<file path="src/rtl/rvx_ram.sv">
// ----------------------------------------------------------------------------
// rvx_ram
// Generic single-write, single-read synchronous RAM with registered read.
// ----------------------------------------------------------------------------
module rvx_ram #(
    parameter int WIDTH = 8,
    parameter int DEPTH = 16
) (
    input  logic                     clk,
    input  logic                     we,
    input  logic [$clog2(DEPTH)-1:0] waddr,
    input  logic [WIDTH-1:0]         wdata,
    input  logic [$clog2(DEPTH)-1:0] raddr,
    output logic [WIDTH-1:0]         rdata
);

    logic [WIDTH-1:0] mem [DEPTH];

    always_ff @(posedge clk)
    begin
        if (we)
        begin
            mem[waddr] <= wdata;
        end
        rdata <= mem[raddr];
    end

endmodule

</file>
<file path="config.mk">
export PLATFORM = sky130hd
export DESIGN_NAME = rvx_ram
export DESIGN_NICKNAME = d
export VERILOG_FILES = /design/src/rtl/rvx_ram.sv
export SDC_FILE = /design/constraint.sdc
export NUM_CORES = 1
export LEC_CHECK = 0
export BUFFER_PORTS_ARGS = -buffer_cell sky130_fd_sc_hd__buf_2
export CAP_MARGIN = 15
export CORE_ASPECT_RATIO = 1.25
export CORE_MARGIN = 5
export CORE_UTILIZATION = 27
export DETAILED_ROUTE_END_ITERATION = 12
export PLACE_DENSITY = 0.46
export SLEW_MARGIN = 20
export SYNTH_ARGS = -nofsm -noshare
export SYNTH_HDL_FRONTEND = slang
export SYNTH_SLANG_ARGS = --single-unit
</file>
<file path="constraint.sdc">
create_clock -name clk -period 2.1 [get_ports clk]
set_clock_uncertainty 0.2 [all_clocks]
set_input_delay 0 -clock clk [delete_from_list [all_inputs] [get_ports clk]]
set_output_delay 0 -clock clk [all_outputs]
set_load 0.1 [all_outputs]
</file>
=== Word-level counts from Yosys, hierarchy flattened ===
Memories as Yosys holds them, arrays and structs flattened. A register that Yosys moved wholly into a read port is not among the register bits.
Index checks and enable logic that the tools add are counted.

* Memories kept: 1
* Bits in registers: 0
* Input port bits: 18
* RAM bits: 128
* Output and inout port bits: 8
* Logic and storage cells: 3

{| class="wikitable"
|+ Memories
! name !! words !! width !! rd ports !! clocked after memory_dff !! write ports !! line !! source
|-
| mem || 16 || 8 || 1 || 1 || 1 || 17 || <nowiki>logic [WIDTH-1:0] mem [DEPTH];</nowiki>
|}

* Muxes and demuxes: 2

{| class="wikitable"
|+ Operator list
! operator !! number
|-
| $mux W1 || 2
|}

=== Logic depth before layout (Yosys ltp) ===
Gate-level depths: netlist (run 1).

* Depth after elaboration: 2
* Mapped depth: 5
* Gate-level depth less buffers: 3

=== Least setup slack after synthesis (run 1) ===
Ideal clock, no wire load.

* Path kind: input to register
* Start point: in waddr[2]
* End point: mem mem[0][0], enable pin
* Slack: 407 ps
* Path buffers: 0
* Library setup time: 383 ps
* Stages on the path: 2
* Data required time: 1517 ps
* Arrival: 1110 ps
* Cells stage by stage: or3b_2 -> nor3_1

{| class="wikitable"
|+ RTL lines
! element !! line !! source
|-
| start, declared || 11 || <nowiki>input logic [$clog2(DEPTH)-1:0] waddr,</nowiki>
|-
| end, declared || 17 ||
|}

Straight into the memory's write port.

==> qor.log, run 1 <==
INFO  place          gp_congestion=0.6805
INFO  final_layout   mostFrequentLayoutCells=sky130_fd_sc_hd__edfxtp_1, sky130_fd_sc_hd__buf_2, sky130_fd_sc_hd__buf_4, sky130_fd_sc_hd__mux4_2, sky130_fd_sc_hd__clkbuf_16
INFO  timing         rsz0062_at_grt=no
INFO  global_routing grt_usage=0.1036
INFO  place          preCtsSetupSlack=255.2ps
INFO  flow_run       maxCapViolCount=0
INFO  clocking       worst_setup_hold_path_clk_slew=60ps
INFO  logic_synthesis post-synth-top-area-fraction=0.7467
INFO  logic_synthesis seq_total_area_yosys=0.7778
INFO  logic_synthesis synth_nets=247
INFO  clocking       tritoncts_num_sinks=136
INFO  critical_path  startpoint_type=primary input
INFO  floorplanning  num_rows=56
INFO  logic_synthesis ys_seq_elements=136
INFO  critical_path  critPathRequiredTime=2200ps
INFO  timing         report.final.hold_viol_count=1
INFO  route          via_per_inst=4.493
INFO  clocking       postCtsResizedCells=0
INFO  final_layout   layout-area-overhead-vs-synth=23.41%
INFO  final_layout   num-fill-cells=1,790
INFO  power          power.share.switching=0.2239
INFO  logic_synthesis post-synth-top-area-cell=sky130_fd_sc_hd__edfxtp_1
INFO  timing         fin_ws=120.8ps
INFO  route          finalWirelength=10,530µm
INFO  final_layout   multiInputGateArea=0.001057mm²
INFO  place          dp_hpwl=6846µm
INFO  logic_synthesis synth_area_leaders=sky130_fd_sc_hd__edfxtp_1, sky130_fd_sc_hd__mux4_2, sky130_fd_sc_hd__mux4_1, sky130_fd_sc_hd__dfxtp_1, sky130_fd_sc_hd__a22oi_1
INFO  timing         worst-slew-pin-transition=498.7ps
INFO  power          p_switching=1377µW
INFO  route          ant_nets=0
INFO  timing         totalNegativeSetupSlack=0ps
INFO  power          vdd.ir_drop.worst=507.6µV
INFO  power          combinationalPowerShare=0.071
INFO  global_routing grt_start_max_net_pins=28
INFO  clocking       cts-root-to-sink-buffers=2
INFO  final_layout   diodes=0
INFO  floorplanning  die_area=0.02194mm²
INFO  clocking       numCtsBuffers=17
INFO  min_path       min-delay-path-class=in2reg
INFO  global_routing initial_antenna_violation_count=0
INFO  timing         fin_crit=1979ps
INFO  final_layout   seqCellArea=0.004004mm²
INFO  global_routing grt.overflow.total=0
INFO  timing         worst_hold_slack_after_final_layout=-11.75ps
INFO  timing         report.final.setup_viol=0
INFO  power          leakagePower=0.002126µW
INFO  final_layout   nets=319
INFO  timing         timing_max_transition_violations_final=0
INFO  route          wl_per_cell=19.28µm
INFO  critical_path  crit_path_dat=2080ps
INFO  critical_path  cp_max_fo=27
INFO  floorplanning  pin_count=26
INFO  timing         clock.fmax=0.5052GHz
INFO  clocking       h-tree-depth=4
INFO  route          drt_iter0_markers=132
INFO  logic_synthesis netlist_area=0.005147mm²
INFO  outcome        outcome=complete, but fails checks
INFO  power          internal_power=4774µW
INFO  clocking       clk_root_buffer_cell=sky130_fd_sc_hd__clkbuf_16
INFO  route          drt_first_pass_iters=4
INFO  clocking       clock_latency=410ps
INFO  final_layout   share_of_cells_above_drive_strength_1=0.2994
INFO  floorplanning  die_width=133.5µm
INFO  route          drcViolationCount=0
INFO  power          pwr-share-clk=0.433
INFO  route          via_count=2,453
INFO  timing         slew-limit-headroom=0.6698
INFO  timing         period_share=0.9425
INFO  global_routing vias_in_the_first_global_route=2,652
INFO  place          count_of_input_and_output_buffers=25
INFO  power          seq_power_share=0.497
INFO  logic_synthesis synth.avg_cell_area=22.48µm²
INFO  global_routing grt_pass1_wl=16,280µm
INFO  floorplanning  initial_utilization=0.2741
INFO  logic_synthesis yosys.cell_types.count=19
INFO  final_layout   final_common_cell=sky130_fd_sc_hd__edfxtp_1
INFO  floorplanning  coreArea=0.01878mm²
INFO  power          pwr_density_cell=968.3mW/mm²
INFO  floorplanning  die-height=164.4µm
INFO  logic_synthesis netlist_instances=229
INFO  clocking       tritoncts_clock_tree=done
INFO  critical_path  crit_path_end_kind=flip-flop
INFO  power          totalPowerFinal=6151µW
INFO  logic_synthesis yosysWarnings=0
INFO  critical_path  category_of_the_critical_setup_timing_path=in2reg
INFO  outcome        failed_checks=negative hold slack
metal layers:
metal	wire length [µm]	share of wire	track usage	vias to the layer above
met1	4937	0.47	0.1353	1272
met5	0	0	0	-
met3	402	0.038	0.03534	15
li1	-	-	-	1121
met2	5005	0.48	0.1622	45
met4	182	0.017	0.03648	0
sequential cells by signal (all words and copies together), names as in the netlist:
name	flops
mem	128
rdata	8
power groups by stage:
| stage | clock (µW) | sequential [µW] | combinational, µW |
|---|---|---|---|
| after global placement | 0 | 3110 | 419 |
| after floorplan | 0 | 3240 | 154 |
| after detailed placement | 0 | 3110 | 423 |
| after global routing | 2860 | 3060 | 470 |
| final | 2660 | 3050 | 436 |
| after CTS | 2720 | 3060 | 448 |
critical path: stages:
cell and delay, ps:
sky130_fd_sc_hd__dlygate4sd3_1 510, sky130_fd_sc_hd__buf_2 220, sky130_fd_sc_hd__buf_12 240, sky130_fd_sc_hd__mux4_2 320, sky130_fd_sc_hd__a22oi_1 170, sky130_fd_sc_hd__dlygate4sd3_1 570, sky130_fd_sc_hd__nand2_1 40
stage by stage:
stage | utilization | instance area [µm²] | cells
floorplan | - | 5147 | 229
global placement | 0.3011 | 5654 | 498
detailed placement | 0.3011 | 5654 | 498
CTS | 0.3388 | 6362 | 547
global route | 0.3383 | 6352 | 546
finish | 0.3383 | 6352 | 546
Yosys cell counts:
cell	instances
sky130_fd_sc_hd__clkdlybuf4s25_2	3
sky130_fd_sc_hd__mux4_1	14
sky130_fd_sc_hd__buf_2	3
sky130_fd_sc_hd__mux4_2	18
sky130_fd_sc_hd__buf_4	1
sky130_fd_sc_hd__nand2_1	9
sky130_fd_sc_hd__nand3b_1	2
sky130_fd_sc_hd__nor2_1	13
sky130_fd_sc_hd__nand3_1	1
sky130_fd_sc_hd__nor2b_1	1
sky130_fd_sc_hd__or3b_2	1
sky130_fd_sc_hd__and2_1	1
sky130_fd_sc_hd__a22oi_1	16
sky130_fd_sc_hd__and2b_1	1
sky130_fd_sc_hd__nand2b_1	2
sky130_fd_sc_hd__nor3_1	4
sky130_fd_sc_hd__buf_6	3
sky130_fd_sc_hd__dfxtp_1	8
sky130_fd_sc_hd__edfxtp_1	128
kinds of logic (layout without fill, tap and decap cells):
family | count (synthesis) | in the layout | synth area share
AO/OA/AOI/OAI | 16 | 16 | 0.02334
buffers and inverters | 10 | 95 | 0.01677
flip-flops | 136 | 136 | 0.7778
multiplexers | 32 | 32 | 0.1502
AND/OR/NAND/NOR | 35 | 35 | 0.03184
final cells by class:
type / instances / share of cell area
sequential: 136 / 0.6303
timing repair buffer: 63 / 0.07288
clock inverter: 15 / 0.01773
clock buffer: 17 / 0.06697
multi-input combinational: 83 / 0.1664
tap: 232 / 0.04570
worst paths after layout:
kind	start	endpoint	slack, ps	cells past startpoint
max	raddr[1]	rdata[6]	120	7
min	raddr[0]	rdata[3]	-10	4
max reg2reg	mem[11][6]	rdata[6]	180	4
min reg2reg	mem[11][1]	rdata[1]	480	3
what timing repair did:
action / CTS / global route
endpoints found under the hold margin: 167 / 0
hold buffers: 17 / 0
setup endpoints to repair: 0 / 1
buffers inserted: 0 / 0
No activity file was read; power rests on OpenSTA's default activity.
==> run 2: changes to the inputs <==
- CORE_ASPECT_RATIO: 1.25 -> default
- clock period: 2.1 -> 2.5 ns (I/O delays scaled with it)
==> qor.log, run 2 (same netlist as run 1, synthesis figures left out) <==
INFO  critical_path  category_of_the_critical_setup_timing_path=in2reg
INFO  place          gp_congestion=0.6826
INFO  floorplanning  initial_utilization=0.2743
INFO  route          via_count=2,473
INFO  critical_path  critical_path.max_stage_delay=600ps
INFO  global_routing grt_start_max_net_pins=33
INFO  clocking       worst_setup_hold_path_clk_slew=50ps
INFO  min_path       min-delay-path-class=in2reg
INFO  clocking       cts_setup_buffers=0
INFO  flow_run       maxCapViolCount=0
INFO  floorplanning  coreArea=0.01877mm²
INFO  global_routing initial_antenna_violation_count=0
INFO  critical_path  critPathRequiredTime=2340ps
INFO  timing         slew-limit-headroom=0.4834
INFO  clocking       tritoncts_clock_tree=done
INFO  final_layout   mostFrequentLayoutCells=sky130_fd_sc_hd__edfxtp_1, sky130_fd_sc_hd__buf_2, sky130_fd_sc_hd__mux4_2, sky130_fd_sc_hd__buf_4, sky130_fd_sc_hd__clkbuf_16
INFO  critical_path  critical_path.cell_chain=dlygate4sd3_1 -> buf_2 -> or3b_2 -> nor2_1
INFO  final_layout   finish.utilization=0.3385
INFO  final_layout   nets=315
INFO  critical_path  cp_max_fo=8
INFO  place          count_of_input_and_output_buffers=25
INFO  route          drt_first_pass_iters=5
INFO  clocking       cts-root-to-sink-buffers=2
INFO  timing         report.final.hold_viol_count=0
INFO  timing         fin_ws=558.6ps
INFO  global_routing grt_pass1_wl=16,700µm
INFO  timing         worst-slew-pin-transition=772.0ps
INFO  critical_path  crit_path_end_kind=flip-flop
INFO  final_layout   largest_register_ffs=128
INFO  power          totalPowerFinal=5318µW
INFO  route          met2WireLength=4883µm
INFO  clocking       clk_root_buffer_cell=sky130_fd_sc_hd__clkbuf_16
INFO  place          preCtsSetupSlack=662.0ps
INFO  route          finalWirelength=10,940µm
INFO  global_routing grt_usage=0.1066
INFO  timing         totalNegativeSetupSlack=0ps
INFO  critical_path  crit_buf_inv=2
INFO  critical_path  crit_family=simple AND/OR/NAND/NOR gates
INFO  timing         clock.fmax=0.5151GHz
INFO  floorplanning  pin_count=26
INFO  global_routing vias_in_the_first_global_route=2,604
INFO  timing         period_share=0.7766
INFO  route          ant_nets=0
INFO  floorplanning  die_area=0.02193mm²
INFO  global_routing grt.overflow.total=0
INFO  timing         rsz0062_at_grt=no
INFO  power          vdd.ir_drop.worst=474.2µV
INFO  power          leakagePower=0.002140µW
INFO  clocking       h-tree-depth=4
INFO  final_layout   layout-area-overhead-vs-synth=23.41%
INFO  clocking       numCtsBuffers=17
INFO  route          wl_per_cell=20.12µm
INFO  route          drcViolationCount=0
INFO  route          highest_layer=met4
INFO  final_layout   fin_area=0.006352mm²
INFO  floorplanning  die_width=148.1µm
INFO  power          pwr_density_cell=837.2mW/mm²
INFO  route          met1_wire_length=5431µm
INFO  clocking       tritoncts_num_sinks=136
INFO  timing         timing_max_transition_violations_final=0
INFO  critical_path  crit_path_dat=1780ps
INFO  place          dp_hpwl=7056µm
INFO  floorplanning  die-height=148.1µm
INFO  floorplanning  num_rows=50
INFO  final_layout   diodes=0
INFO  route          via_per_inst=4.546
INFO  final_layout   final_common_cell=sky130_fd_sc_hd__edfxtp_1
INFO  place          placed_cell_area=0.005634mm²
INFO  route          drt_iter0_markers=231
INFO  critical_path  slowest_cell_on_the_critical_path=sky130_fd_sc_hd__nor2_1
INFO  timing         report.final.setup_viol=0
INFO  clocking       clock_latency=410ps
INFO  final_layout   share_of_cells_above_drive_strength_1=0.2806
INFO  outcome        outcome=finished clean
INFO  final_layout   largestRegisters=mem (128), rdata (8)
INFO  route          met3RoutedLength=503µm
INFO  final_layout   top_register=mem
INFO  critical_path  startpoint_type=primary input
INFO  final_layout   num-fill-cells=1,783
INFO  timing         fin_crit=1941ps
## run 2: worst paths after layout
path	start	endpoint	slack [ps]	cells past startpoint
setup reg to reg	mem[1][2]	rdata[2]	860	3
hold reg to reg	mem[15][7]	rdata[7]	460	3
setup / recovery	waddr[2]	mem[1][4]	560	4
hold / removal	raddr[3]	rdata[7]	10	5
## run 2: what timing repair did
| item | in CTS | in global routing |
|---|---|---|
| hold endpoints to repair | 161 | 0 |
| resized for setup | 0 | 0 |
| hold buffers | 15 | 0 |
| endpoints found under the setup margin | 0 | 0 |
## run 2: cell type report
cell class / count / area [µm²] / share of cell area
clock inverter: 13 / 135.1 / 0.02127
tap: 234 / 292.8 / 0.04609
clock buffer: 19 / 432.9 / 0.06815
timing repair buffer: 59 / 430.4 / 0.06776
multi-input combinational: 83 / 1057 / 0.1664
sequential: 136 / 4004 / 0.6303
## run 2: layer usage
layer	up-vias	global-route usage
met2	54	0.1528
met1	1298	0.1533
li1	1111	-
met3	10	0.03595
met5	-	0
met4	0	0.03326
## run 2: power by group
part	switching (µW)	total, µW	internal, µW	leakage [µW]
combinational	253	368	116	0.000641
clock	848	2390	1540	0.000276
sequential	13.4	2560	2550	0.00122
## run 2: tightest hold or removal path, stage by stage
cell and delay [ps]:
sky130_fd_sc_hd__buf_2 120, sky130_fd_sc_hd__nor2b_1 130, sky130_fd_sc_hd__buf_4 190, sky130_fd_sc_hd__a22oi_1 100
sky130_fd_sc_hd__nand2_1 50
## run 2: per-stage QoR
step                cells  hold slack (ps)
floorplan             229           -101.1
global placement      497            194.3
detailed placement    497            206.2
CTS                   544           0.5497
global route          544            78.16
finish                544            11.38
